File: src/design/multi_voice_audio_mix_limiter_defines.svh
// Assertion macros used by the audio mix limiter output buffer.
`ifndef MULTI_VOICE_AUDIO_MIX_LIMITER_DEFINES_SVH
`define MULTI_VOICE_AUDIO_MIX_LIMITER_DEFINES_SVH

// Same-cycle implication, disabled while reset is asserted.
`define AMX_ASSERT_IMP(lbl, clk, rst_n, ante, cons, msg) \
    lbl: assert property (@(posedge clk) disable iff (!(rst_n)) (ante) |-> (cons)) \
        else $error(msg);

// Next-cycle implication, disabled while reset is asserted.
`define AMX_ASSERT_NXT(lbl, clk, rst_n, ante, cons, msg) \
    lbl: assert property (@(posedge clk) disable iff (!(rst_n)) (ante) |=> (cons)) \
        else $error(msg);

`endif

File: src/design/amx_pkg.sv
// Shared widths, codes, types and the inverse square root table of the mix limiter.
package amx_pkg;

    localparam int NUM_VOICES = 8;
    localparam int SAMPLE_W   = 16;
    localparam int GAIN_W     = 8;
    localparam int COUNT_W    = 4;
    localparam int MODE_W     = 2;
    localparam int GAINS_W    = NUM_VOICES * GAIN_W;
    localparam int IN_FIELDS_W = NUM_VOICES * SAMPLE_W + COUNT_W;
    localparam int IN_DATA_W  = ((IN_FIELDS_W + 7) / 8) * 8;
    localparam int CFG_IDX_W  = 2;
    localparam int CFG_DATA_W = 64;

    localparam int SUM_W  = 19;
    localparam int ABS_W  = 19;
    localparam int OFF_W  = 18;
    localparam int MAG_W  = 15;
    localparam int DIVD_W = 31;
    localparam int QUO_W  = 14;
    localparam int TAB_W  = 9;

    localparam int KNEE_LEVEL = 24000;
    localparam int KNEE_RANGE = 32767 - 24000;

    localparam logic [COUNT_W-1:0] MAX_PRODUCERS = 4'd8;

    localparam logic [MODE_W-1:0] MODE_PLAIN = 2'd0;
    localparam logic [MODE_W-1:0] MODE_HALVE = 2'd1;
    localparam logic [MODE_W-1:0] MODE_SQRT  = 2'd2;

    localparam logic [CFG_IDX_W-1:0] REG_MIX_MODE    = 2'd0;
    localparam logic [CFG_IDX_W-1:0] REG_VOICE_GAINS = 2'd1;

    typedef struct packed {
        logic             valid;
        logic             neg;
        logic             knee;
        logic [MAG_W-1:0] mag;
        logic [QUO_W-1:0] quo;
    } t_knee_word;

    // 256/sqrt(n), count already clamped to 8
    function automatic logic [TAB_W-1:0] recip_root(input logic [COUNT_W-1:0] n);
        logic [TAB_W-1:0] v;
        case (n)
            4'd0:    v = 9'd256;
            4'd1:    v = 9'd256;
            4'd2:    v = 9'd181;
            4'd3:    v = 9'd148;
            4'd4:    v = 9'd128;
            4'd5:    v = 9'd114;
            4'd6:    v = 9'd105;
            4'd7:    v = 9'd97;
            default: v = 9'd90;
        endcase
        return v;
    endfunction

endpackage

File: src/design/amx_knee_div.sv
// Soft knee: magnitude, knee offset products and a one-bit-per-stage divider.
module amx_knee_div (
    input  logic                              i_clk,
    input  logic                              i_rst_n,
    input  logic                              i_en,
    input  logic                              i_valid,
    input  logic signed [amx_pkg::SUM_W-1:0]  i_sum,
    output amx_pkg::t_knee_word               o_word
);
    import amx_pkg::*;

    logic [ABS_W-1:0]  n_abs;

    logic              r_a_valid;
    logic              r_a_neg;
    logic              r_a_knee;
    logic [OFF_W-1:0]  r_a_off;
    logic [MAG_W-1:0]  r_a_mag;

    logic              r_v    [QUO_W+1];
    logic              r_neg  [QUO_W+1];
    logic              r_knee [QUO_W+1];
    logic [MAG_W-1:0]  r_mag  [QUO_W+1];
    logic [DIVD_W-1:0] r_rem  [QUO_W+1];
    logic [OFF_W-1:0]  r_div  [QUO_W+1];
    logic [QUO_W-1:0]  r_q    [QUO_W+1];

    // stage A: magnitude and knee offset
    assign n_abs = i_sum[SUM_W-1] ? ABS_W'(-i_sum) : ABS_W'(i_sum);

    always_ff @(posedge i_clk) begin
        if (!i_rst_n) begin
            r_a_valid <= 1'b0;
        end else if (i_en) begin
            r_a_valid <= i_valid;
            r_a_neg   <= i_sum[SUM_W-1];
            r_a_knee  <= n_abs > ABS_W'(KNEE_LEVEL);
            r_a_off   <= OFF_W'(n_abs - ABS_W'(KNEE_LEVEL));
            r_a_mag   <= n_abs[MAG_W-1:0];
        end
    end

    // stage B: dividend o*range, divisor o+range
    always_ff @(posedge i_clk) begin
        if (!i_rst_n) begin
            r_v[0] <= 1'b0;
        end else if (i_en) begin
            r_v[0]    <= r_a_valid;
            r_neg[0]  <= r_a_neg;
            r_knee[0] <= r_a_knee;
            r_mag[0]  <= r_a_mag;
            r_rem[0]  <= DIVD_W'(r_a_off) * DIVD_W'(KNEE_RANGE);
            r_div[0]  <= r_a_off + OFF_W'(KNEE_RANGE);
            r_q[0]    <= '0;
        end
    end

    // restoring divider, quotient MSB first
    for (genvar k = 0; k < QUO_W; k++) begin : g_div
        localparam int BIT = QUO_W - 1 - k;

        logic [DIVD_W:0]   trial;
        logic              ge;
        logic [DIVD_W-1:0] n_rem;
        logic [QUO_W-1:0]  n_q;

        always_comb begin
            trial = (DIVD_W+1)'(r_div[k]) << BIT;
            ge    = {1'b0, r_rem[k]} >= trial;
            n_rem = ge ? DIVD_W'({1'b0, r_rem[k]} - trial) : r_rem[k];
            n_q   = r_q[k] | (QUO_W'(ge) << BIT);
        end

        always_ff @(posedge i_clk) begin
            if (!i_rst_n) begin
                r_v[k+1] <= 1'b0;
            end else if (i_en) begin
                r_v[k+1]    <= r_v[k];
                r_neg[k+1]  <= r_neg[k];
                r_knee[k+1] <= r_knee[k];
                r_mag[k+1]  <= r_mag[k];
                r_rem[k+1]  <= n_rem;
                r_div[k+1]  <= r_div[k];
                r_q[k+1]    <= n_q;
            end
        end
    end

    assign o_word.valid = r_v[QUO_W];
    assign o_word.neg   = r_neg[QUO_W];
    assign o_word.knee  = r_knee[QUO_W];
    assign o_word.mag   = r_mag[QUO_W];
    assign o_word.quo   = r_q[QUO_W];

endmodule

File: config.mk
export PLATFORM = sky130hd
export DESIGN_NAME = amx_knee_div
export DESIGN_NICKNAME = d
export VERILOG_FILES = /design/src/design/multi_voice_audio_mix_limiter_defines.svh /design/src/design/amx_pkg.sv /design/src/design/amx_knee_div.sv
export SDC_FILE = /design/constraint.sdc
export NUM_CORES = 2
export LEC_CHECK = 0
export BUFFER_PORTS_ARGS = -buffer_cell sky130_fd_sc_hd__buf_2
export CAP_MARGIN = 30
export CORE_ASPECT_RATIO = 1.4
export CORE_MARGIN = 2
export CORE_UTILIZATION = 28
export CTS_CLUSTER_DIAMETER = 40
export DETAILED_ROUTE_END_ITERATION = 8
export PLACE_DENSITY_LB_ADDON = 0.12
export RECOVER_POWER = 50
export SYNTH_ARGS = -nofsm -noshare
export SYNTH_HDL_FRONTEND = slang
export SYNTH_SLANG_ARGS = --single-unit
export TNS_END_PERCENT = 20
File: constraint.sdc
create_clock -name i_clk -period 52.6 [get_ports i_clk]
set_clock_uncertainty 0.1 [all_clocks]
set_input_delay 7.89 -clock i_clk [delete_from_list [all_inputs] [get_ports i_clk]]
set_output_delay 7.89 -clock i_clk [all_outputs]
set_load 0.005 [all_outputs]
==> results.py <==
metrics = {
    "sta": {
        "worst_pin_slew_ns": 2.816,
        "finalSetupViolCount": 0,
        "finalMaxSlewViolations": 286,
        "fin_tns_setup_ns": 0,
        "timing.fmax_mhz": 71.24,
        "rsz0062_at_grt": "false",
        "period_share": 0.2669,
        "fin_ws_ns": 38.56,
        "post-route-min-period_ns": 14.04,
        "max_slew_margin": -0.8785,
        "hold_viol": 0,
    },
    "floorplan": {
        "ioPinCount": 55,
        "initial_core_util": 0.2817,
        "num_rows": 192,
        "die-area_sq_mm": 0.2001,
        "die_y_um": 528.5,
        "die_w_um": 378.6,
        "core_sq_mm": 0.1953,
    },
    "logic_synthesis": {
        "syn-num-nets": 4862,
        "yosys.area.top_type": "edfxtp_1",
        "synth-adder-area-share": 0.1221,
        "synth_top_family_by_area": "adder cells",
        "synth_compound_area_frac": 0.1004,
        "yosys-top-cells-area": "edfxtp_1 (59%), ha_1 (8.6%), fa_1 (3.6%), inv_1 (3.4%), xnor2_1 (2.9%)",
        "synth_xor_area_frac": 0.04776,
        "synth-simple-area-share": 0.08944,
        "synthCells": 4361,
        "async_reset_ff_frac": 0,
        "ys_seq_elements": 1077,
        "ys_types": 81,
        "yosysWarnings": 0,
        "yosysSeqAreaShare": 0.5875,
        "post_synth.cell_area_avg_sq_um": 12.62,
        "synth_ff_type": "edfxtp_1",
        "synth_edf_count": 1075,
        "synth_mux_area_frac": 0.01358,
        "mappedNetlistArea_sq_mm": 0.05502,
        "yosysTopAreaCellShare": 0.5867,
    },
    "worst_hold_path": {
        "holdPathStages": 0,
        "hp-class": "reg -> reg",
        "min_from": "r_mag[8][3]",
        "hold_end": "r_mag[9][3]",
    },
    "global_route": {
        "track_usage": 0.1344,
        "grt_start_max_net_pins": 161,
        "overflow": 0,
        "grt_pass1_vias": 35420,
        "antenna_found_initial": 1,
        "grt_pass1_wl_mm": 203.8,
    },
    "setup_path": {
        "ff2ff_path_depth": 20,
        "crit_chain": "clkbuf_1, and2_0, buf_4, buf_4, buf_4, buf_4, buf_4",
        "cp_common_cell": "buf_4",
        "rr_startpoint": "r_a_off[11]",
        "worstPathMaxFanout": 75,
        "cp_data_required_time_ns": 52.94,
        "timing.rr.end": "r_rem[0][30]",
        "r2r_slack_ns": 45.36,
        "cp-start-kind": "primary input",
        "cp_slowest_stage_delay_ns": 2.12,
        "critPathArrivalTime_ns": 14.38,
        "cpMaxStageDelayCell": "and2_0",
        "criticalPathCategory": "in -> reg",
        "crit_path_end_kind": "register",
    },
    "clock_tree": {
        "hold_buffers": 0,
        "cts.path.max_buffers": 4,
        "clock_latency_ns": 0.83,
        "cts_resized": 0,
        "root_buffer": "clkbuf_16",
        "cts_sinks": 1077,
        "clk_pin_slew_worst_paths_ns": 0.06,
        "htree_num_levels": 4,
        "cts_buffers": 170,
        "cts_tree": "yes",
        "post-cts-setup-buffer-count": 0,
    },
    "placement": {
        "dp_hpwl_mm": 103.3,
        "post-place-ws_ns": 38.84,
        "gp_congestion": 0.8539,
        "dp_cells": 6999,
        "io_buffers": 54,
    },
    "cells_and_area": {
        "layout_common_cells": "edfxtp_1 (1,075), inv_1 (497), ha_1 (380)",
        "mostFrequentLayoutCell": "edfxtp_1",
        "drive_above_1_share": 0.08778,
        "instances_no_fill": 7304,
        "nets": 5055,
        "synthToLayoutAreaGrowth_pct": 16.71,
    },
    "drt": {
        "wire_per_inst_um": 18.43,
        "routed_wl_mm": 134.6,
        "dr.pass1.iters": 5,
        "ant_nets": 0,
        "num_vias": 33080,
        "routed_via_density": 4.529,
        "drc_errors": 0,
        "drtIter0Drc": 1336,
    },
    "power": {
        "peakVddDrop_uv": 45.14,
        "power_leakage_nw": 24.59,
        "p_per_area_mw_per_mm2": 50.16,
        "report.power.total_mw": 3.221,
    },
    "run_status": {
        "status": "complete, but fails checks",
        "violations": "capacitance limit, slew limit",
    },
    "job": {
        "cap_violations": 8,
    },
}
[cells by family (layout without fill, tap and decap cells)]
family                   count (synthesis)  count (layout)
AO/OA/AOI/OAI                          875             875
XOR/XNOR                               300             300
adder cells (fa/ha/maj)                478             478
buffers and inverters                  567             888
flip-flops                            1077            1077
multiplexers                            68              68
other                                    0               3
AND/OR/NAND/NOR                        996             996
[area by class of cell]
class,count,area (sq um)
antenna,3,7.507
sequential,1077,32320
clock buffer,190,4393
timing repair buffer,90,539.3
inverter,498,1871
clock inverter,110,1259
fill,19350,131100
tap,2619,3277
multi-input combinational,2717,20550
[cells in the mapped netlist, drive strengths merged (6+ instances only)]
cell / number
xor2: 118
mux2: 53
nor3: 86
o31a: 12
nor3b: 6
o21ai: 219
nor4: 39
ha: 380
a21boi: 10
nor2b: 55
nand2b: 51
or2: 13
nand4: 41
or3: 29
clkbuf: 59
nor4b: 14
edfxtp: 1075
or4: 12
o21a: 63
a211o: 15
and3: 32
o31ai: 29
buf: 10
o2111ai: 10
a31oi: 30
nand3: 76
a31o: 8
fa: 98
mux2i: 15
xnor2: 182
a211oi: 30
a2111oi: 13
nor2: 244
inv: 498
o41ai: 13
o21bai: 21
nand2: 250
a21o: 89
o211ai: 12
and2: 19
nand3b: 11
a21oi: 255
[report_power, final]
group / switching (mW) / total (mW) / internal [mW]
Sequential: 0.0394 / 1.11 / 1.07
Clock: 0.409 / 1.12 / 0.708
Combinational: 0.582 / 0.998 / 0.416
[worst max path at each step]
stage            start       endpoint  slack [ns]  cells past startpoint
6_report       i_rst_n   r_mag[11][7]       38.56                      7
4_1_cts           i_en   r_mag[10][7]       39.77                      7
2_1_floorplan     i_en       r_a_knee       18.85                      3
3_3_place_gp      i_en   r_mag[1][11]       38.92                      7
3_5_place_dp      i_en    r_mag[0][7]       38.84                      7
5_1_grt        i_rst_n  r_mag[14][12]       37.86                      7
[per-stage QoR]
stage / hold slack, ns / utilization / cell area (sq um)
after floorplan: 0.3003 / - / 55020
after global placement: 0.3006 / 0.2999 / 58580
after detailed placement: 0.3045 / 0.3001 / 58610
after CTS: 0.2754 / 0.3290 / 64260
after global routing: 0.2870 / 0.3288 / 64210
final: 0.2751 / 0.3288 / 64210
[per-layer routing]
layer / vias to the layer above / track usage / routed length, um
li1: 16330 / - / -
met1: 15850 / 0.1018 / 39080
met2: 547 / 0.2913 / 81560
met3: 353 / 0.02025 / 3913
met4: 0 / 0.09158 / 10100
met5: - / 0 / 0
[critical path: cells and delay by family]
kind          cells  cell delay (ns)
buf+inv           6             4.11
simple gates      1             2.12
[registers in the layout (all words and copies together), names as in the netlist, 9 cells and up]
signal   count
r_a_mag      9
r_div      252
r_v         15
r_a_off     18
r_mag      212
r_q        105
r_knee      15
r_neg       15
r_rem      433
Power figures use the tool's default switching activity.
