### config.mk
export PLATFORM = sky130hd
export DESIGN_NAME = amx_mixer
export DESIGN_NICKNAME = d
export VERILOG_FILES = /design/src/design/multi_voice_audio_mix_limiter_defines.svh /design/src/design/amx_pkg.sv /design/src/design/amx_mixer.sv
export SDC_FILE = /design/constraint.sdc
export NUM_CORES = 2
export LEC_CHECK = 0
export ABC_CLOCK_PERIOD_IN_PS = 14700
export BUFFER_PORTS_ARGS = -buffer_cell sky130_fd_sc_hd__buf_2
export CORE_ASPECT_RATIO = 1.2
export CORE_UTILIZATION = 42
export CTS_BUF_LIST = sky130_fd_sc_hd__clkbuf_16
export DETAILED_ROUTE_END_ITERATION = 6
export PLACE_DENSITY_LB_ADDON = 0.05
export REMOVE_ABC_BUFFERS = 1
export SLEW_MARGIN = 20
export SYNTH_ARGS = -nofsm -noshare
export SYNTH_HDL_FRONTEND = slang
export SYNTH_SLANG_ARGS = --single-unit
### constraint.sdc
create_clock -name i_clk -period 14.7 [get_ports i_clk]
set_input_delay 2.205 -clock i_clk [delete_from_list [all_inputs] [get_ports i_clk]]
set_output_delay 2.205 -clock i_clk [all_outputs]
set_load 0.02 [all_outputs]
### src/design/multi_voice_audio_mix_limiter_defines.svh
// Assertion macros used by the audio mix limiter output buffer.
`ifndef MULTI_VOICE_AUDIO_MIX_LIMITER_DEFINES_SVH
`define MULTI_VOICE_AUDIO_MIX_LIMITER_DEFINES_SVH

// Same-cycle implication, disabled while reset is asserted.
`define AMX_ASSERT_IMP(lbl, clk, rst_n, ante, cons, msg) \
    lbl: assert property (@(posedge clk) disable iff (!(rst_n)) (ante) |-> (cons)) \
        else $error(msg);

// Next-cycle implication, disabled while reset is asserted.
`define AMX_ASSERT_NXT(lbl, clk, rst_n, ante, cons, msg) \
    lbl: assert property (@(posedge clk) disable iff (!(rst_n)) (ante) |=> (cons)) \
        else $error(msg);

`endif

### src/design/amx_pkg.sv
// Shared widths, codes, types and the inverse square root table of the mix limiter.
package amx_pkg;

    localparam int NUM_VOICES = 8;
    localparam int SAMPLE_W   = 16;
    localparam int GAIN_W     = 8;
    localparam int COUNT_W    = 4;
    localparam int MODE_W     = 2;
    localparam int GAINS_W    = NUM_VOICES * GAIN_W;
    localparam int IN_FIELDS_W = NUM_VOICES * SAMPLE_W + COUNT_W;
    localparam int IN_DATA_W  = ((IN_FIELDS_W + 7) / 8) * 8;
    localparam int CFG_IDX_W  = 2;
    localparam int CFG_DATA_W = 64;

    localparam int SUM_W  = 19;
    localparam int ABS_W  = 19;
    localparam int OFF_W  = 18;
    localparam int MAG_W  = 15;
    localparam int DIVD_W = 31;
    localparam int QUO_W  = 14;
    localparam int TAB_W  = 9;

    localparam int KNEE_LEVEL = 24000;
    localparam int KNEE_RANGE = 32767 - 24000;

    localparam logic [COUNT_W-1:0] MAX_PRODUCERS = 4'd8;

    localparam logic [MODE_W-1:0] MODE_PLAIN = 2'd0;
    localparam logic [MODE_W-1:0] MODE_HALVE = 2'd1;
    localparam logic [MODE_W-1:0] MODE_SQRT  = 2'd2;

    localparam logic [CFG_IDX_W-1:0] REG_MIX_MODE    = 2'd0;
    localparam logic [CFG_IDX_W-1:0] REG_VOICE_GAINS = 2'd1;

    typedef struct packed {
        logic             valid;
        logic             neg;
        logic             knee;
        logic [MAG_W-1:0] mag;
        logic [QUO_W-1:0] quo;
    } t_knee_word;

    // 256/sqrt(n), count already clamped to 8
    function automatic logic [TAB_W-1:0] recip_root(input logic [COUNT_W-1:0] n);
        logic [TAB_W-1:0] v;
        case (n)
            4'd0:    v = 9'd256;
            4'd1:    v = 9'd256;
            4'd2:    v = 9'd181;
            4'd3:    v = 9'd148;
            4'd4:    v = 9'd128;
            4'd5:    v = 9'd114;
            4'd6:    v = 9'd105;
            4'd7:    v = 9'd97;
            default: v = 9'd90;
        endcase
        return v;
    endfunction

endpackage

### src/design/amx_mixer.sv
// Gain scaling, voice summing and mode normalization, three pipeline stages.
module amx_mixer #(
    parameter int VOICE_COUNT = amx_pkg::NUM_VOICES
) (
    input  logic                                i_clk,
    input  logic                                i_rst_n,
    input  logic                                i_en,
    input  logic                                i_valid,
    input  logic [amx_pkg::IN_DATA_W-1:0]       i_data,
    input  logic [amx_pkg::MODE_W-1:0]          i_mix_mode,
    input  logic [amx_pkg::GAINS_W-1:0]         i_voice_gains,
    output logic                                o_valid,
    output logic signed [amx_pkg::SUM_W-1:0]    o_sum
);
    import amx_pkg::*;

    localparam int PROD_W = SAMPLE_W + GAIN_W + 2;
    localparam int NPROD_W = SUM_W + TAB_W + 1;

    logic [GAIN_W:0]             gain_p1 [VOICE_COUNT];
    logic signed [PROD_W-1:0]    prod    [VOICE_COUNT];
    logic [COUNT_W-1:0]          count_raw;
    logic [COUNT_W-1:0]          n_count;
    logic signed [SUM_W-1:0]     n_sum;
    logic signed [NPROD_W-1:0]   norm_prod;
    logic signed [SUM_W-1:0]     n_norm;

    logic                        r_s1_valid;
    logic signed [SAMPLE_W-1:0]  r_scaled [VOICE_COUNT];
    logic [COUNT_W-1:0]          r_s1_count;
    logic [MODE_W-1:0]           r_s1_mode;
    logic                        r_s2_valid;
    logic signed [SUM_W-1:0]     r_s2_sum;
    logic [COUNT_W-1:0]          r_s2_count;
    logic [MODE_W-1:0]           r_s2_mode;
    logic                        r_s3_valid;
    logic signed [SUM_W-1:0]     r_s3_sum;

    // stage 1: sample * (gain + 1) >>> 8
    always_comb begin
        for (int v = 0; v < VOICE_COUNT; v++) begin
            gain_p1[v] = {1'b0, i_voice_gains[v*GAIN_W +: GAIN_W]} + 9'd1;
            prod[v]    = PROD_W'($signed(i_data[v*SAMPLE_W +: SAMPLE_W]))
                       * PROD_W'($signed({1'b0, gain_p1[v]}));
        end
        count_raw = i_data[NUM_VOICES*SAMPLE_W +: COUNT_W];
        n_count   = (count_raw > MAX_PRODUCERS) ? MAX_PRODUCERS : count_raw;
    end

    always_ff @(posedge i_clk) begin
        if (!i_rst_n) begin
            r_s1_valid <= 1'b0;
        end else if (i_en) begin
            r_s1_valid <= i_valid;
            for (int v = 0; v < VOICE_COUNT; v++) begin
                r_scaled[v] <= prod[v][SAMPLE_W+GAIN_W-1:GAIN_W];
            end
            r_s1_count <= n_count;
            r_s1_mode  <= i_mix_mode;
        end
    end

    // stage 2: sum of the scaled voices
    always_comb begin
        n_sum = '0;
        for (int v = 0; v < VOICE_COUNT; v++) begin
            n_sum = n_sum + SUM_W'(r_scaled[v]);
        end
    end

    always_ff @(posedge i_clk) begin
        if (!i_rst_n) begin
            r_s2_valid <= 1'b0;
        end else if (i_en) begin
            r_s2_valid <= r_s1_valid;
            r_s2_sum   <= n_sum;
            r_s2_count <= r_s1_count;
            r_s2_mode  <= r_s1_mode;
        end
    end

    // stage 3: normalization
    always_comb begin
        norm_prod = NPROD_W'(r_s2_sum) * NPROD_W'($signed({1'b0, recip_root(r_s2_count)}));
        case (r_s2_mode)
            MODE_PLAIN: n_norm = r_s2_sum;
            MODE_HALVE: n_norm = r_s2_sum >>> 1;
            MODE_SQRT:  n_norm = (r_s2_count > 4'd1) ? norm_prod[SUM_W+7:8] : r_s2_sum;
            default:    n_norm = r_s2_sum;
        endcase
    end

    always_ff @(posedge i_clk) begin
        if (!i_rst_n) begin
            r_s3_valid <= 1'b0;
        end else if (i_en) begin
            r_s3_valid <= r_s2_valid;
            r_s3_sum   <= n_norm;
        end
    end

    assign o_valid = r_s3_valid;
    assign o_sum   = r_s3_sum;

endmodule

==> results.md <==
- The total clock buffers created by CTS is 17.
- For this block, the routed nets add up to about 130000 microns of wire.
- In the layout the commonest cells are 1376 x sky130_fd_sc_hd__inv_1, 1146 x sky130_fd_sc_hd__fa_1, 581 x sky130_fd_sc_hd__nand2_1.
- The die span in x is 328 microns.
- The H-tree was split into 4 levels.
- STA puts the critical path data arrival time at 8.97 ns.
- For this run, design rule violations remaining after detail routing come to 27.
- The setup fix buffers added after clock tree synthesis is 0.
- The flow ran to the end, but the final reports show violations.
- The buffer cell driving the clock tree root is sky130_fd_sc_hd__clkbuf_16.
- In this run, synthesis inferred 178 flip-flops with an integrated enable.
- The final critical path takes up 59.6% of the cycle.
- The critical path class is input port to flop.
- The max-slew headroom at the worst pin is between 30% and 40%.
- The first global-routing pass estimated 211000 microns of wire.
- The total instance count after detailed placement is 7429.
- The pin count of the biggest net entering global routing is a little over 70.
- The area of the mapped netlist is 53700 sq um.
- The area enclosed by the die boundary is between 100000 and 150000 sq um.
- 226 I/O pins were placed.
- In this run the most critical hold path is launched from r_s1_count[3]$_SDFFCE_PN1P_.
- The leftover overflow at the end of global routing is 0.
- The number of gates resized after CTS was 0.
- The total count of max-transition violations in the final report came to 0.
- After detailed routing, the average wire length per cell comes to around 17 microns.
- The distinct cell type count of the synthesized netlist is 71.
- The count of routing violations after the opening detailed-route iteration is between 1000 and 1500.
- The via count of the first global-routing pass came to about 40000.
- Summing over every cut layer, the via total after detailed routing is 36100.
- The most common cell after layout, fill and taps aside is sky130_fd_sc_hd__inv_1.
- The final cell count without fillers is 7462.
- The fraction of registers with async set or reset after synthesis is 0%.
- The via count normalized by instance count is 4.83.
- The detailed-router iteration count before antenna repair is 7.
- For this configuration, the core starts out at a cell density of between 40% and 50%.
- Buffers inserted to repair hold after CTS numbered 0.
- The routed design could run at a clock period as short as between 8 and 9 ns.
- The warning count from the yosys run is 0.
- The post-synthesis sequential element count is between 150 and 200.
- The layout cell share with drive strength beyond 1 is 5.99%.
- The final reports fail on DRC.
- The final number of hold-violating endpoints is 0.
- The worst-path maximum fanout is 20.
- TritonCTS built the clock tree.
- The total of fill cells in the finished design is 12600.
- Setup repair after global routing left no endpoint under its margin.
- The transition time at the pin with the least slew margin is 1.04 ns.
- Compared with the post-synthesis result, the final layout area differs by 6.91%.
- A synthesized cell averages ~9.5 sq um.
- Summed over all failing endpoints, the final setup total negative slack is 0 ns.
- The clock insertion delay at the later pin of the skew report is 0.47 ns.
- The CTS clock-pin slew for the worst setup and hold paths is about 0.070 ns.
- The maximum operating frequency is between 100 and 150 MHz.
- The longest clock path from root to sink contains 2 buffers.
- The initial antenna violation count was 1.
- The synthesized instance count is between 5000 and 6000.
- The number of antenna-violating nets in the routed design is 0.
- In the final design database the tool counted 7618 nets.
- The primary flip-flop cell chosen by synthesis mapping is sky130_fd_sc_hd__edfxtp_1.
- Sequential elements use between 10% and 20% of the synthesized area.
- The worst register-to-register path begins at r_s2_count[3]$_DFFE_PP_.
- The endpoint class of the critical path is a flop.
- The quantity of I/O buffers inserted on ports is between 200 and 250.
- The required time of the critical path is around 15 ns.
- The core area is 127000 sq um.
- The max-cap check violation count is 0.
- The setup check on the worst reg-to-reg path leaves a slack of 7.70 ns.
- The launching element type of the critical path is an input port.
- The global-route total usage across every layer is between 20% and 30%.
- The min-delay analysis places its worst path in the category flop to flop.
- The number of standard-cell rows in the floorplan is 143.
- At the end of routability-driven placement, the weighted congestion stood at 0.824.
- The HPWL after detailed placement is 105000 microns.
- The die extent in y is ~400 microns.
- Tracing the worst setup path back leads to its startpoint at i_voice_gains[40].
- The worst clock skew is 0.0191 ns.
- The total setup violations reported at the end of the flow is 0.
- The clock drives 190 sinks.
-- worst paths after layout --
| path | depth (start not counted) | endpoint |
|---|---|---|
| worst max-delay path | 23 | r_scaled[1][31]$_DFFE_PP_ |
| worst min-delay path | 0 | r_s2_count[3]$_DFFE_PP_ |
| worst max register to register | 21 | o_sum[11]$_DFFE_PP_ |
| worst min register to register | 0 | r_s2_count[3]$_DFFE_PP_ |
-- state kept, by name (all words and copies together), names as in the netlist, named ones only --
signal      cells
r_s1_count      4
r_s2_sum       19
r_s2_valid      1
r_scaled      128
r_s2_count      4
r_s1_mode       2
r_s2_mode       2
o_valid         1
o_sum          19
r_s1_valid      1
-- area by class of cell --
type	instances	area (sq um)	share of cell area, %
Sequential cell	190	5590	9.73
Antenna cell	1	2.50	0.00436
Tap cell	1667	2090	3.63
Multi-Input combinational cell	3934	42600	74.2
Clock inverter	15	113	0.196
Inverter	1375	5170	9.00
Clock buffer	17	425	0.741
Timing Repair Buffer	263	1420	2.48
-- routing by layer --
layer	global-route usage [%]	vias up	routed length (microns)
li1	-	17000	-
met1	26.7	18600	55300
met2	38.2	371	67500
met3	1.25	58	2220
met4	2.75	0	1460
met5	0	-	0
-- cell families after synthesis --
| logic type | synth area share [%] |
|---|---|
| buffers and inverters | 10.6 |
| multiplexers | 0.170 |
| adder cells (fa/ha/maj) | 54.0 |
| flip-flops | 10.4 |
| XOR/XNOR | 4.08 |
| AO/OA/AOI/OAI | 4.23 |
| AND/OR/NAND/NOR | 16.5 |
-- metrics by stage --
| step | instance area [sq um] | setup slack, ns | hold WS [ns] | utilization [%] |
|---|---|---|---|---|
| after floorplan | 53200 | 6.50 | 0.400 | - |
| after global placement | 56900 | 5.47 | 0.405 | 44.9 |
| after detailed placement | 56900 | 5.41 | 0.407 | 44.9 |
| after CTS | 57400 | 5.91 | 0.441 | 45.3 |
| after global routing | 57400 | 5.60 | 0.454 | 45.3 |
| final | 57400 | 5.94 | 0.435 | 45.3 |
-- worst max-delay path, stage by stage --
cell,delay (ns)
sky130_fd_sc_hd__buf_2,0.31
sky130_fd_sc_hd__ha_1,0.28
sky130_fd_sc_hd__nand3_1,0.13
sky130_fd_sc_hd__xnor2_2,0.72
sky130_fd_sc_hd__and2_1,0.26
sky130_fd_sc_hd__fa_1,0.42
sky130_fd_sc_hd__fa_1,0.56
sky130_fd_sc_hd__fa_1,0.42
sky130_fd_sc_hd__fa_1,0.50
sky130_fd_sc_hd__inv_1,0.05
sky130_fd_sc_hd__fa_1,0.47
sky130_fd_sc_hd__inv_1,0.05
sky130_fd_sc_hd__ha_1,0.32
sky130_fd_sc_hd__a21o_1,0.18
sky130_fd_sc_hd__a221o_1,0.34
sky130_fd_sc_hd__a221oi_1,0.39
sky130_fd_sc_hd__o21ai_0,0.14
sky130_fd_sc_hd__a41oi_1,0.41
sky130_fd_sc_hd__o21ai_1,0.19
sky130_fd_sc_hd__o21a_1,0.23
sky130_fd_sc_hd__o21a_1,0.18
sky130_fd_sc_hd__nor2_1,0.11
sky130_fd_sc_hd__xnor2_1,0.08
-- cell usage after synthesis (13+ instances only) --
library cell               count  share of area (%)
sky130_fd_sc_hd__and2_1      522                6.1
sky130_fd_sc_hd__xnor2_1     197                3.2
sky130_fd_sc_hd__clkbuf_1    124               0.87
sky130_fd_sc_hd__nor2_1      146                1.0
sky130_fd_sc_hd__a21oi_1      65               0.61
sky130_fd_sc_hd__inv_1      1375                9.6
sky130_fd_sc_hd__nand3_1      49               0.46
sky130_fd_sc_hd__nor3_1       39               0.36
sky130_fd_sc_hd__nor2b_1     221                2.6
sky130_fd_sc_hd__o21a_1       48               0.67
sky130_fd_sc_hd__a22oi_1      18               0.25
sky130_fd_sc_hd__ha_1        485                 11
sky130_fd_sc_hd__nand2_1     581                4.1
sky130_fd_sc_hd__edfxtp_1    178                 10
sky130_fd_sc_hd__nand4_1      13               0.15
sky130_fd_sc_hd__nand2b_1     87                1.0
sky130_fd_sc_hd__xor2_1       53               0.86
sky130_fd_sc_hd__fa_1       1146                 43
sky130_fd_sc_hd__a21o_1       41               0.57
sky130_fd_sc_hd__and3_1       17               0.20
sky130_fd_sc_hd__o21ai_0      71               0.66
Power is left out: the tool's default activity adds up to more than one toggle a clock period on the data nets, which glitch-free logic cannot reach.
