## src/design/multi_voice_audio_mix_limiter_defines.svh

```systemverilog
// Assertion macros used by the audio mix limiter output buffer.
`ifndef MULTI_VOICE_AUDIO_MIX_LIMITER_DEFINES_SVH
`define MULTI_VOICE_AUDIO_MIX_LIMITER_DEFINES_SVH

// Same-cycle implication, disabled while reset is asserted.
`define AMX_ASSERT_IMP(lbl, clk, rst_n, ante, cons, msg) \
    lbl: assert property (@(posedge clk) disable iff (!(rst_n)) (ante) |-> (cons)) \
        else $error(msg);

// Next-cycle implication, disabled while reset is asserted.
`define AMX_ASSERT_NXT(lbl, clk, rst_n, ante, cons, msg) \
    lbl: assert property (@(posedge clk) disable iff (!(rst_n)) (ante) |=> (cons)) \
        else $error(msg);

`endif

```

## src/design/amx_pkg.sv

```systemverilog
// Shared widths, codes, types and the inverse square root table of the mix limiter.
package amx_pkg;

    localparam int NUM_VOICES = 8;
    localparam int SAMPLE_W   = 16;
    localparam int GAIN_W     = 8;
    localparam int COUNT_W    = 4;
    localparam int MODE_W     = 2;
    localparam int GAINS_W    = NUM_VOICES * GAIN_W;
    localparam int IN_FIELDS_W = NUM_VOICES * SAMPLE_W + COUNT_W;
    localparam int IN_DATA_W  = ((IN_FIELDS_W + 7) / 8) * 8;
    localparam int CFG_IDX_W  = 2;
    localparam int CFG_DATA_W = 64;

    localparam int SUM_W  = 19;
    localparam int ABS_W  = 19;
    localparam int OFF_W  = 18;
    localparam int MAG_W  = 15;
    localparam int DIVD_W = 31;
    localparam int QUO_W  = 14;
    localparam int TAB_W  = 9;

    localparam int KNEE_LEVEL = 24000;
    localparam int KNEE_RANGE = 32767 - 24000;

    localparam logic [COUNT_W-1:0] MAX_PRODUCERS = 4'd8;

    localparam logic [MODE_W-1:0] MODE_PLAIN = 2'd0;
    localparam logic [MODE_W-1:0] MODE_HALVE = 2'd1;
    localparam logic [MODE_W-1:0] MODE_SQRT  = 2'd2;

    localparam logic [CFG_IDX_W-1:0] REG_MIX_MODE    = 2'd0;
    localparam logic [CFG_IDX_W-1:0] REG_VOICE_GAINS = 2'd1;

    typedef struct packed {
        logic             valid;
        logic             neg;
        logic             knee;
        logic [MAG_W-1:0] mag;
        logic [QUO_W-1:0] quo;
    } t_knee_word;

    // 256/sqrt(n), count already clamped to 8
    function automatic logic [TAB_W-1:0] recip_root(input logic [COUNT_W-1:0] n);
        logic [TAB_W-1:0] v;
        case (n)
            4'd0:    v = 9'd256;
            4'd1:    v = 9'd256;
            4'd2:    v = 9'd181;
            4'd3:    v = 9'd148;
            4'd4:    v = 9'd128;
            4'd5:    v = 9'd114;
            4'd6:    v = 9'd105;
            4'd7:    v = 9'd97;
            default: v = 9'd90;
        endcase
        return v;
    endfunction

endpackage

```

## src/design/amx_out_buf.sv

```systemverilog
// Final sign and knee recombination with output register and skid stage.
module amx_out_buf (
    input  logic                            i_clk,
    input  logic                            i_rst_n,
    input  amx_pkg::t_knee_word             i_word,
    input  logic                            i_ready,
    output logic                            o_en,
    output logic                            o_valid,
    output logic [amx_pkg::SAMPLE_W-1:0]    o_data
);
    import amx_pkg::*;
    `include "multi_voice_audio_mix_limiter_defines.svh"

    logic [SAMPLE_W-1:0] mag_full;
    logic [SAMPLE_W-1:0] n_result;
    logic                push;
    logic                pop;

    logic                r_out_v;
    logic [SAMPLE_W-1:0] r_out;
    logic                r_skid_v;
    logic [SAMPLE_W-1:0] r_skid;

    always_comb begin
        mag_full = i_word.knee ? SAMPLE_W'(KNEE_LEVEL) + SAMPLE_W'(i_word.quo)
                               : SAMPLE_W'(i_word.mag);
        n_result = i_word.neg ? -mag_full : mag_full;
    end

    assign o_en = !r_skid_v;
    assign push = o_en && i_word.valid;
    assign pop  = r_out_v && i_ready;

    always_ff @(posedge i_clk) begin
        if (!i_rst_n) begin
            r_out_v  <= 1'b0;
            r_skid_v <= 1'b0;
        end else if (r_skid_v) begin
            if (pop) begin
                r_out    <= r_skid;
                r_skid_v <= 1'b0;
            end
        end else if (push) begin
            if (!r_out_v || pop) begin
                r_out   <= n_result;
                r_out_v <= 1'b1;
            end else begin
                r_skid   <= n_result;
                r_skid_v <= 1'b1;
            end
        end else if (pop) begin
            r_out_v <= 1'b0;
        end
    end

    assign o_valid = r_out_v;
    assign o_data  = r_out;

    `AMX_ASSERT_IMP(a_skid_has_out, i_clk, i_rst_n, r_skid_v, r_out_v, "skid full with empty output")
    `AMX_ASSERT_NXT(a_blocked_push_skids, i_clk, i_rst_n, !r_skid_v && i_word.valid && r_out_v && !i_ready, r_skid_v, "blocked word not held in skid")
    `AMX_ASSERT_IMP(a_out_range, i_clk, i_rst_n, r_out_v, (r_out != 16'h8000) && (r_out != 16'h8001) && (r_out != 16'h7FFF), "output beyond knee limit")

endmodule

```

## config.mk

```make
export PLATFORM = sky130hd
export DESIGN_NAME = amx_out_buf
export DESIGN_NICKNAME = d
export VERILOG_FILES = /design/src/design/amx_pkg.sv /design/src/design/amx_out_buf.sv
export VERILOG_INCLUDE_DIRS = /design/src /design/src/design
export SDC_FILE = /design/constraint.sdc
export NUM_CORES = 1
export LEC_CHECK = 0
export ABC_AREA = 1
export BUFFER_PORTS_ARGS = -buffer_cell sky130_fd_sc_hd__buf_4
export CORE_MARGIN = 2
export CORE_UTILIZATION = 55
export CTS_CLUSTER_SIZE = 8
export DETAILED_ROUTE_END_ITERATION = 12
export PLACE_DENSITY = 0.82
export RECOVER_POWER = 100
export SKIP_LAST_GASP = 1
export SYNTH_ARGS = -nofsm -noshare
export SYNTH_HDL_FRONTEND = slang
export SYNTH_SLANG_ARGS = --single-unit
```

## constraint.sdc

```tcl
create_clock -name i_clk -period 3 [get_ports i_clk]
set_input_delay 0.6 -clock i_clk [delete_from_list [all_inputs] [get_ports i_clk]]
set_output_delay 0.6 -clock i_clk [all_outputs]
set_load 0.01 [all_outputs]
```

==> metrics.md, run 1 <==
| Metric | Value |
|---|---|
| Status | complete, no violations |
| Yosys top cell by area | edfxtp_1 |
| Top_reg_cell synth | edfxtp_1 |
| Final max-slew violation count | 0 |
| Period utilization | 0.766 |
| Final Wtd Congestion | 0.752 |
| Mapped Cells | 263 |
| Layout cells sized above 1 | 0.157 |
| Tot GR Track Use | 0.203 |
| Resized cells post-CTS | 0 |
| CTS tree | done |
| Layout Skew | 1.57 ps |
| Main area contributors after synthesis | edfxtp_1 46%, nand2_1 16%, inv_1 8.5%, nand3_1 4.8%, o21ai_0 3.6% |
| Die height | 65.3 um |
| CTS Buf Count | 5 |
| GR Overflow Total | 0 |
| Port-buffer cells | 52 |
| Cell total after placement | 359 |
| Critical path endpoint category | flop |
| Synth Cell Area | 2070 um^2 |
| P per Cell Area | 440 nW/um^2 |
| Seq/Total Area, Yosys | 0.484 |
| Startpoint types | input pin |
| Pleak | 1.17 nW |
| Die width | 65.3 um |
| CTS root buffer | clkbuf_8 |
| Fin cells | 367 |
| Critical path required time | 3040 ps |
| Cts hold-fix bufs | 0 |
| Total Negative Setup Slacks | 0 ps |
| Post-CTS Setup Bufs | 0 |
| DR DRC count | 0 |
| Routed WL | 3870 um |
| Number of synthesized flops with an enable pin | 32 |
| First-pass GRT wire length | 6620 um |
| Slew @ Worst Pin | 845 ps |
| Vias per cell | 4.78 |
| Dpl hpwl | 2980 um |
| Final Setup Violations | 0 |
| Flops & latches, synth | 34 |
| Max Freq | 435 MHz |
| Core ar. | 3630 um^2 |
| RSZ-0062 raised after global routing | no |
| Synth unique cells | 28 |
| Data arrival, critical path | 2340 ps |
| Normalized max-slew margin | 0.436 |
| Setup CP Type | input pin to flop |
| Initial core utilization | 0.569 |
| DRT iter0 DRCs | 124 |
| Post-synth ARST share | 0 |
| YS warnings | 0 |
| Post-synth top area share | 0.465 |
| Max cap viols | 0 |
| Clock Path Buffers | 2 |
| Worst ir drop on vdd | 144 uV |
| Clock latency on the worst-skew pair | 280 ps |
| Vias | 1753 |
| H-Tree Depth | 2 |
| Clock transition at path regs | 60 ps |
| Ant. Diodes | 0 |
| FILL cells | 317 |
| CP Max Fanout | 21 |
| WL per Instance | 10.6 um |
| Fin nets | 355 |
| Die area | 4260 um^2 |
| Worst Hold Class | flop to flop |
| Initial antenna violation count | 0 |
| Pin count of the biggest net entering global routing | 29 |
| Synthesized Nets | 300 |
| Hold Fails Final Rpt | 0 |
| Area grow syn2layout | 21.3% |
| # IOs | 53 |
| Number of global-route vias before repair | 1567 |
| Antenna Nets Post-Route | 0 |
| CTS Sinks | 34 |
| Drt first pass iters | 4 |
| Syn_area_per_cell | 7.86 um^2 |
| Standard-cell rows | 22 |
| Minimum clock period | 2300 ps |
==> area by class of cell <==
cell class              instances  area [um^2]  share of cell area
clock buffers                   8         90.1              0.0359
inverters                      48          180              0.0719
multi-input cells             174          841               0.335
flip-flops and latches         34         1000               0.399
well taps                      48         60.1              0.0240
repair buffers                 55          335               0.134
==> worst paths after layout <==
| path | endpoint | from | cells past startpoint | slack, ps |
|---|---|---|---|---|
| hold / removal | o_data[7] | r_skid[7] | 2 | 520 |
| setup reg to reg | r_skid[15] | r_skid_v | 5 | 810 |
| hold reg to reg | o_data[7] | r_skid[7] | 2 | 520 |
| setup / recovery | o_data[14] | i_word[29] | 14 | 700 |
==> layout by cell type (no fill, tap or decap), types with 2 or more instances in the layout <==
cell type	count
buf_4	34
clkbuf_1	22
clkbuf_8	6
dfxtp_1	2
edfxtp_1	32
ha_1	2
inv_1	48
nand2_1	89
nand3_1	21
nand3_2	2
nor2_1	14
o21ai_0	22
o21ai_1	2
o21ai_2	2
or2_2	2
xnor2_1	2
xor2_1	8
==> layer usage <==
metal  vias to the layer above  global-route usage  part of all wire
met5                         -                   0                 0
met4                         0              0.0859             0.020
met3                         7              0.0308             0.055
met2                        62               0.356              0.47
met1                       746               0.250              0.45
li1                        938                   -                 -
==> state kept, by name, summed over array words and instances, names as in the netlist <==
| signal | cells |
|---|---|
| o_valid | 1 |
| o_data | 16 |
| r_skid | 16 |
| r_skid_v | 1 |
==> power breakdown <==
group          internal (mW)  switching [mW]  total, mW
Sequential             0.555         0.00541      0.560
Clock                  0.187           0.145      0.331
Combinational         0.0846           0.128      0.212
Total                  0.826           0.277       1.10
==> worst max-delay path: stages <==
cell     delay, ps
buf_4          180
inv_1          240
nand2_1         90
nand2_1        140
ha_1           200
nand3_1        120
nor2_1         100
nand2_1         90
nor2_1         140
nand3_2         90
nand2_1        100
nand3_1        100
nand3_1        100
nand2_1         50
==> cell usage after synthesis, types with 2 or more instances <==
cell type,n
clkbuf_1,5
dfxtp_1,2
edfxtp_1,32
ha_1,2
inv_1,47
nand2_1,88
nand3_1,20
nand3_2,3
nor2_1,13
o21ai_0,15
o21ai_1,9
o21ai_2,2
or2_2,2
xnor2_1,2
xor2_1,8
==> stage by stage <==
step                cell area, um^2  utilization  setup WS (ps)  power, mW  hold WS [ps]
floorplan                      2070            -            974      0.711           491
global placement               2500        0.689            656      0.791           501
detailed placement             2500        0.689            568      0.798           504
CTS                            2590        0.714            837       1.13           522
global route                   2510        0.690            497       1.16           555
finish                         2510        0.690            702       1.10           522
==> cells by family (layout without fill, tap and decap cells) <==
family / Yosys count / count (layout) / synth area share
buffers and inverters: 55 / 111 / 0.104
flip-flops: 34 / 34 / 0.484
XOR/XNOR: 10 / 10 / 0.0424
AO/OA/AOI/OAI: 30 / 30 / 0.0847
AND/OR/NAND/NOR: 132 / 132 / 0.272
adder cells (fa/ha/maj): 2 / 2 / 0.0121
Note: power is estimated with default switching activity, not from simulation.
==> run 2, diff against run 1 <==
--- a/config.mk
+++ b/config.mk
@@ -9,10 +9,10 @@
 export ABC_AREA = 1
 export BUFFER_PORTS_ARGS = -buffer_cell sky130_fd_sc_hd__buf_4
 export CORE_MARGIN = 2
-export CORE_UTILIZATION = 55
+export CORE_UTILIZATION = 53
 export CTS_CLUSTER_SIZE = 8
 export DETAILED_ROUTE_END_ITERATION = 12
-export PLACE_DENSITY = 0.82
+export PLACE_DENSITY = 0.8
 export RECOVER_POWER = 100
 export SKIP_LAST_GASP = 1
 export SYNTH_ARGS = -nofsm -noshare
==> constraint.sdc (replaced) <==
create_clock -name i_clk -period 2.4 [get_ports i_clk]
set_input_delay 0.48 -clock i_clk [delete_from_list [all_inputs] [get_ports i_clk]]
set_output_delay 0.48 -clock i_clk [all_outputs]
set_load 0.01 [all_outputs]
==> run 2 against run 1 <==
Worst hold slack worse by 38 ps. Largest cell class unchanged. Cell count down 0.27%. Global-route usage down 0.14 points.
==> metrics.md, run 2 (synthesized netlist as in run 1, its figures left out) <==
| Metric | Value |
|---|---|
| GR Overflow Total | 0 (unchanged) |
| Sw frac | 0.265 (+0.0131) |
| CP max-delay cell | ha_1 |
| Clock network fraction of total power | 0.284 (-0.016) |
| Vias | 1766 (+0.74%) |
| Overall power | 1.35 mW (+22%) |
| Max Freq | 476 MHz |
| Minimum clock period | 2100 ps |
| Post-CTS Setup Bufs | 0 (unchanged) |
| P_int | 994 uW (+20%) |
| Worst ir drop on vdd | 236 uV (+64%) |
| First-pass GRT wire length | 6560 um (-0.85%) |
| Slew @ Worst Pin | 845 ps (-0.0743 ps) |
| FILL cells | 338 (+6.6%) |
| Critical path endpoint category | flop |
| Port-buffer cells | 52 (unchanged) |
| Reg2Reg Depth | 4 (-1) |
| RSZ-0062 raised after global routing | no |
| DR DRC count | 0 (unchanged) |
| Most common cell after layout, fill and taps aside | nand2_1 |
| CP Depth | 14 (unchanged) |
| Layout cells sized above 1 | 0.164 (+0.00678) |
| Routed WL | 3900 um (+0.77%) |
| Worst path bufs/invs | 2 (unchanged) |
| Ant. Diodes | 0 (unchanged) |
| DRT iter0 DRCs | 132 (+6.5%) |
| CTS root buffer | clkbuf_8 |
| Critical path required time | 2440 ps (-600 ps) |
| Normalized max-slew margin | 0.436 (about the same) |
| Dpl hpwl | 3100 um (+4.1%) |
| Startpoint types | input pin |
| Period utilization | 0.876 |
| Worst Hold Depth | 2 (unchanged) |
| CTS Sinks | 34 (unchanged) |
| Setup CP Type | input pin to flop |
| Clock transition at path regs | 60 ps (about the same) |
| Fin nets | 355 (unchanged) |
| Hold Fails Final Rpt | 0 (unchanged) |
| Sw Pwr | 357 uW (+29%) |
| Sequential share of power | 0.518 (+0.010) |
| CTS Buf Count | 5 (unchanged) |
| Area of the multi-input gates | 838 um^2 (-0.30%) |
| Layout Skew | 4.09 ps (+2.52 ps) |
| Vias per cell | 4.83 (+1.0%) |
| H-Tree Depth | 2 (unchanged) |
| Clock Path Buffers | 2 (unchanged) |
| Pleak | 1.17 nW (-0.17%) |
| Comb power frac | 0.198 (+0.006) |
| CP cell instances | buf_4, inv_2, nand2_1, nand2_1, ha_1, nand3_1, nor2_1, nand2_1, nor2_1, nand3_2, nand2_2, nand3_1, nand3_1, nand2_1 |
| Most frequent cells in the layout | 88 x nand2_1, 47 x inv_1, 34 x buf_4, 32 x edfxtp_1, 22 x nand3_1 |
| Tot GR Track Use | 0.202 (-0.00137) |
| Area grow syn2layout | 20.8% |
| Final max-slew violation count | 0 (unchanged) |
| WL per Instance | 10.7 um (+1.0%) |
| Final Setup Violations | 0 (unchanged) |
| Die height | 66.5 um (+1.8%) |
| P per Cell Area | 541 nW/um^2 (+23%) |
| Core ar. | 3720 um^2 (+2.3%) |
| CP Max Fanout | 21 (unchanged) |
| Initial antenna violation count | 0 (unchanged) |
| CTS tree | done |
| # IOs | 53 (unchanged) |
| Die width | 66.5 um (+1.8%) |
| Data arrival, critical path | 2140 ps (-200 ps) |
| Die area | 4420 um^2 (+3.5%) |
| Final Wtd Congestion | 0.737 (-1.9%) |
| Crit path largest cell delay | 190 ps (-50 ps) |
| Initial core utilization | 0.556 (-0.0126) |
| Drt first pass iters | 4 (unchanged) |
| Cts hold-fix bufs | 0 (unchanged) |
| Delay-heaviest family, CP | simple AND/OR/NAND/NOR gates |
| Standard-cell rows | 22 (unchanged) |
| Antenna Nets Post-Route | 0 (unchanged) |
| Resized cells post-CTS | 0 (unchanged) |
| Pin count of the biggest net entering global routing | 28 (-3.4%) |
| Worst Hold Class | input pin to flop |
| Max cap viols | 0 (unchanged) |
| Clock latency on the worst-skew pair | 290 ps (about the same) |
| Number of global-route vias before repair | 1608 (+2.6%) |
| CP dominant cell by count | nand2_1 |
| Total Negative Setup Slacks | 0 ps (unchanged) |
| Register area | 1000 um^2 (unchanged) |
| Status | complete, no violations |
==> run 2: metal layers <==
layer | track usage | routed length (um) | vias up
met2 | 0.349 | 1770 | 63
met4 | 0.0944 | 95 | 0
li1 | - | - | 937
met5 | 0 | 0 | -
met3 | 0.0524 | 287 | 10
met1 | 0.233 | 1750 | 756
==> run 2: power by group through the flow <==
stage	clock network, mW	logic [mW]	registers (mW)
2_1_floorplan	0	0.165	0.723
3_3_place_gp	0	0.278	0.712
3_5_place_dp	0	0.288	0.713
4_1_cts	0.393	0.289	0.700
5_1_grt	0.414	0.307	0.702
6_report	0.383	0.268	0.700
==> run 2: path summary, 6_finish.rpt <==
| kind | startpoint | end | slack, ps |
|---|---|---|---|
| worst max-delay path | i_word[29] | o_data[14] | 300 |
| worst min-delay path | i_rst_n | o_valid | 480 |
| worst max register to register | r_skid_v | r_skid[15] | 630 |
| worst min register to register | r_skid[7] | o_data[7] | 520 |
==> run 2: metrics by stage <==
stage                     hold slack [ps]  setup slack, ps  cell area (um^2)  instances  utilization
after global routing                  469             99.4              2500        366        0.672
after global placement                503              174              2500        359        0.674
final                                 484              298              2500        366        0.672
after CTS                             475              335              2580        366        0.695
after detailed placement              503             22.5              2500        359        0.674
after floorplan                       491              494              2070        263            -
==> run 2: area by class of cell <==
cell class | instances | share of cell area
clock buffer | 5 | 0.0276
clock inverter | 2 | 0.00401
inverter | 48 | 0.0722
multi-input combinational | 174 | 0.336
sequential | 34 | 0.401
tap | 48 | 0.0241
timing repair buffer | 55 | 0.135
==> run 3, diff against run 2 <==
--- a/config.mk
+++ b/config.mk
@@ -6,13 +6,13 @@
 export SDC_FILE = /design/constraint.sdc
 export NUM_CORES = 1
 export LEC_CHECK = 0
-export ABC_AREA = 1
+export ABC_AREA = 0
 export BUFFER_PORTS_ARGS = -buffer_cell sky130_fd_sc_hd__buf_4
 export CORE_MARGIN = 2
-export CORE_UTILIZATION = 53
+export CORE_UTILIZATION = 47
 export CTS_CLUSTER_SIZE = 8
 export DETAILED_ROUTE_END_ITERATION = 12
-export PLACE_DENSITY = 0.8
+export PLACE_DENSITY = 0.75
 export RECOVER_POWER = 100
 export SKIP_LAST_GASP = 1
 export SYNTH_ARGS = -nofsm -noshare
==> constraint.sdc (replaced) <==
create_clock -name i_clk -period 1.8 [get_ports i_clk]
set_input_delay 0.36 -clock i_clk [delete_from_list [all_inputs] [get_ports i_clk]]
set_output_delay 0.36 -clock i_clk [all_outputs]
set_load 0.01 [all_outputs]
==> run 3 against run 2 <==
The flow now finishes with violations (setup timing). Sequential power increased by 34%. Total power is 52% higher. Via count rose by 9.9%. Register-to-register slack worse by 500 ps. Largest cell class is now multi-input gates. Combinational power increased by 130%.
==> metrics.md, run 3 <==
| Metric | Value |
|---|---|
| Status | finished with violations |
| Failing checks | setup timing |
| Area of the multi-input gates | 1230 um^2 (+46%) |
| Core ar. | 4090 um^2 (+10%) |
| Pin count of the biggest net entering global routing | 18 (-36%) |
| Worst Hold Class | input pin to flop |
| Mapped Cells | 185 (-30%) |
| Die area | 4860 um^2 (+10%) |
| Final Setup Violations | 15 (+15) |
| Post-synth ARST share | 0 (unchanged) |
| Tot GR Track Use | 0.219 (+0.0168) |
| First-pass GRT wire length | 8670 um (+32%) |
| Min-delay src | i_word[31] |
| WL per Instance | 17.4 um (+63%) |
| Sw Pwr | 557 uW (+56%) |
| Initial antenna violation count | 0 (unchanged) |
| Setup CP Type | input pin to flop |
| CTS Buf Count | 5 (unchanged) |
| Port-buffer cells | 52 (unchanged) |
| Layout Skew | 9.13 ps (+5.03 ps) |
| P per Cell Area | 640 nW/um^2 (+18%) |
| Initial core utilization | 0.496 (-0.0599) |
| Sequential share of power | 0.456 (-0.062) |
| Hold Fails Final Rpt | 0 (unchanged) |
| DRT iter0 DRCs | 151 (+14%) |
| Period utilization | 1.18 |
| Dpl hpwl | 3720 um (+20%) |
| Slew @ Worst Pin | 918 ps (+72.5 ps) |
| Synth cell count leaders | 32 x edfxtp_1, 15 x mux2_2, 13 x o21ai_0, 11 x nand2_1 |
| Startpoint types | input pin |
| Clock Path Buffers | 2 (unchanged) |
| Most common cell after layout, fill and taps aside | buf_4 |
| Delay-heaviest family, CP | simple AND/OR/NAND/NOR gates |
| Critical path endpoint category | flop |
| Placed inst area | 2910 um^2 (+16%) |
| Fin cells | 344 (-6.0%) |
| Synthesized Nets | 222 (-26%) |
| Ant. Diodes | 0 (unchanged) |
| H-Tree Depth | 2 (unchanged) |
| Hold EP | r_skid_v |
| Worst Hold Depth | 3 (+1) |
| Clock transition at path regs | 70 ps (about the same) |
| P_int | 1.50 mW (+51%) |
| Register area | 1000 um^2 (unchanged) |
| Die height | 69.7 um (+4.9%) |
| Reg-to-Reg End | o_data[0] |
| GR Overflow Total | 0 (unchanged) |
| Number of global-route vias before repair | 1879 (+17%) |
| Clock latency on the worst-skew pair | 280 ps (about the same) |
| Data arrival, critical path | 2150 ps (about the same) |
| Clock network fraction of total power | 0.251 (-0.033) |
| FILL cells | 272 (-20%) |
| Seq/Total Area, Yosys | 0.494 (+0.00926) |
| CP dominant cell by count | buf_6 |
| Cell total after placement | 327 (-8.9%) |
| Layout cells sized above 1 | 0.486 (+0.323) |
| Synth Cell Area | 2030 um^2 (-1.9%) |
| Syn_area_per_cell | 11.0 um^2 (+39%) |
| Vias | 1940 (+9.9%) |
| CP cell instances | buf_6, inv_6, ha_4, nand2b_4, and4_1, a211o_1, or4b_4, buf_6, o211ai_1, nand3_2 |
| Max cap viols | 0 (unchanged) |
| CTS root buffer | clkbuf_8 |
| CP max-delay cell | or4b_4 |
| CP Max Fanout | 5 (-76%) |
| Comb power frac | 0.293 (+0.095) |
| Worst path bufs/invs | 3 (+1) |
| Reg2Reg Depth | 3 (-1) |
| First element of the critical path | i_word[6] |
| Die width | 69.7 um (+4.9%) |
| Standard-cell rows | 23 (+4.5%) |
| Drt first pass iters | 4 (unchanged) |
| Fin nets | 330 (-7.0%) |
| Critical path required time | 1830 ps (-610 ps) |
| Yosys top cell by area | edfxtp_1 |
| DR DRC count | 0 (unchanged) |
| Worst setup margin | -326 ps (-624 ps) |
| Most frequent cells in the layout | 74 x buf_4, 32 x edfxtp_1, 23 x clkbuf_1, 11 x nand2_1, 9 x mux2_2 |
| Most numerous cell in the Yosys netlist | edfxtp_1 |
| Final Wtd Congestion | 0.785 (+6.4%) |
| Worst ir drop on vdd | 337 uV (+43%) |
| Final max-slew violation count | 0 (unchanged) |
| CTS tree | done |
| Area grow syn2layout | 58.6% |
| Beginning of the worst register-to-register path | r_skid_v |
| CTS Sinks | 34 (unchanged) |
| Pleak | 1.29 nW (+10%) |
| Sw frac | 0.271 (+0.00628) |
| # IOs | 53 (unchanged) |
| Number of synthesized flops with an enable pin | 32 (unchanged) |
| Flops & latches, synth | 34 (unchanged) |
| Max Freq | 470 MHz |
| Routed WL | 6000 um (+54%) |
| Antenna Nets Post-Route | 0 (unchanged) |
| Minimum clock period | 2130 ps |
| Normalized max-slew margin | 0.388 (-0.0483) |
| Design area | 3220 um^2 (+29%) |
| Total Negative Setup Slacks | -2800 ps (-2800 ps) |
| Main area contributors after synthesis | edfxtp_1 47%, mux2_2 8.3%, xor2_1 3.5%, o21ai_0 3.2%, xnor2_1 3.0% |
| Vias per cell | 5.64 (+17%) |
| Reg2Reg Setup Slack | 130 ps (-500 ps) |
| YS warnings | 0 (unchanged) |
| Top_reg_cell synth | edfxtp_1 |
| RSZ-0062 raised after global routing | yes |
| Post-synth top area share | 0.474 (+0.00889) |
| Synth unique cells | 46 (+64%) |
| Crit path largest cell delay | 550 ps (+360 ps) |
==> run 3: power by group through the flow <==
| stage | registers [mW] | logic (mW) | clock network (mW) |
|---|---|---|---|
| detailed placement | 0.955 | 0.516 | 0 |
| CTS | 0.938 | 0.584 | 0.521 |
| global placement | 0.953 | 0.503 | 0 |
| floorplan | 0.967 | 0.256 | 0 |
| finish | 0.937 | 0.603 | 0.517 |
| global route | 0.939 | 0.649 | 0.566 |
==> run 3: worst max-delay path by stage <==
stage               cells past startpoint         end
floorplan                              11  o_data[12]
global placement                       10  o_data[15]
detailed placement                     10  o_data[15]
CTS                                     9  o_data[15]
global route                           10  o_data[13]
finish                                 10  o_data[15]
==> run 3: area by class of cell <==
class | instances | share of cell area
Multi-Input combinational cell | 134 | 0.382
Clock inverter | 2 | 0.00272
Inverter | 10 | 0.0171
Timing Repair Buffer | 108 | 0.245
Sequential cell | 34 | 0.311
Tap cell | 50 | 0.0194
Clock buffer | 6 | 0.0226
==> run 3: logic make-up (layout without fill, tap and decap cells) <==
kind of cell    Yosys count  in the layout  share of synthesized area
compound gates           43             43                      0.139
xor+xnor                 15             15                     0.0648
fa+ha+maj                 2              2                     0.0123
buf+inv                  17            126                     0.0333
flops                    34             34                      0.494
mux                      19             19                      0.103
simple gates             55             55                      0.154
==> run 3: timing repair <==
action,CTS,global route
setup buffers,5,4
cloned,0,1
pin swaps,16,14
resized for setup,36,16
hold buffers,0,0
hold endpoints to repair,0,0
endpoints found under the setup margin,16,13
==> run 3: worst min-delay path: cells and delay by family <==
family          cells  cell delay [ps]
simple gates        1               70
buf+inv             1               90
compound gates      1               60
==> run 3: layer usage <==
layer / global-route usage / up-vias / part of all wire
met4: 0.0684 / 0 / 0.012
li1: - / 919 / -
met2: 0.387 / 65 / 0.53
met3: 0.0363 / 8 / 0.050
met1: 0.274 / 948 / 0.41
met5: 0 / - / 0
==> run 3: metrics by stage <==
stage          setup slack, ps   util  hold WS (ps)  total power, mW
2_1_floorplan             -686      -           487             1.22
3_3_place_gp              -628  0.712           496             1.46
3_5_place_dp              -687  0.712           504             1.47
4_1_cts                   -338  0.782           323             2.04
5_1_grt                   -421  0.787           320             2.15
6_report                  -326  0.787           333             2.06
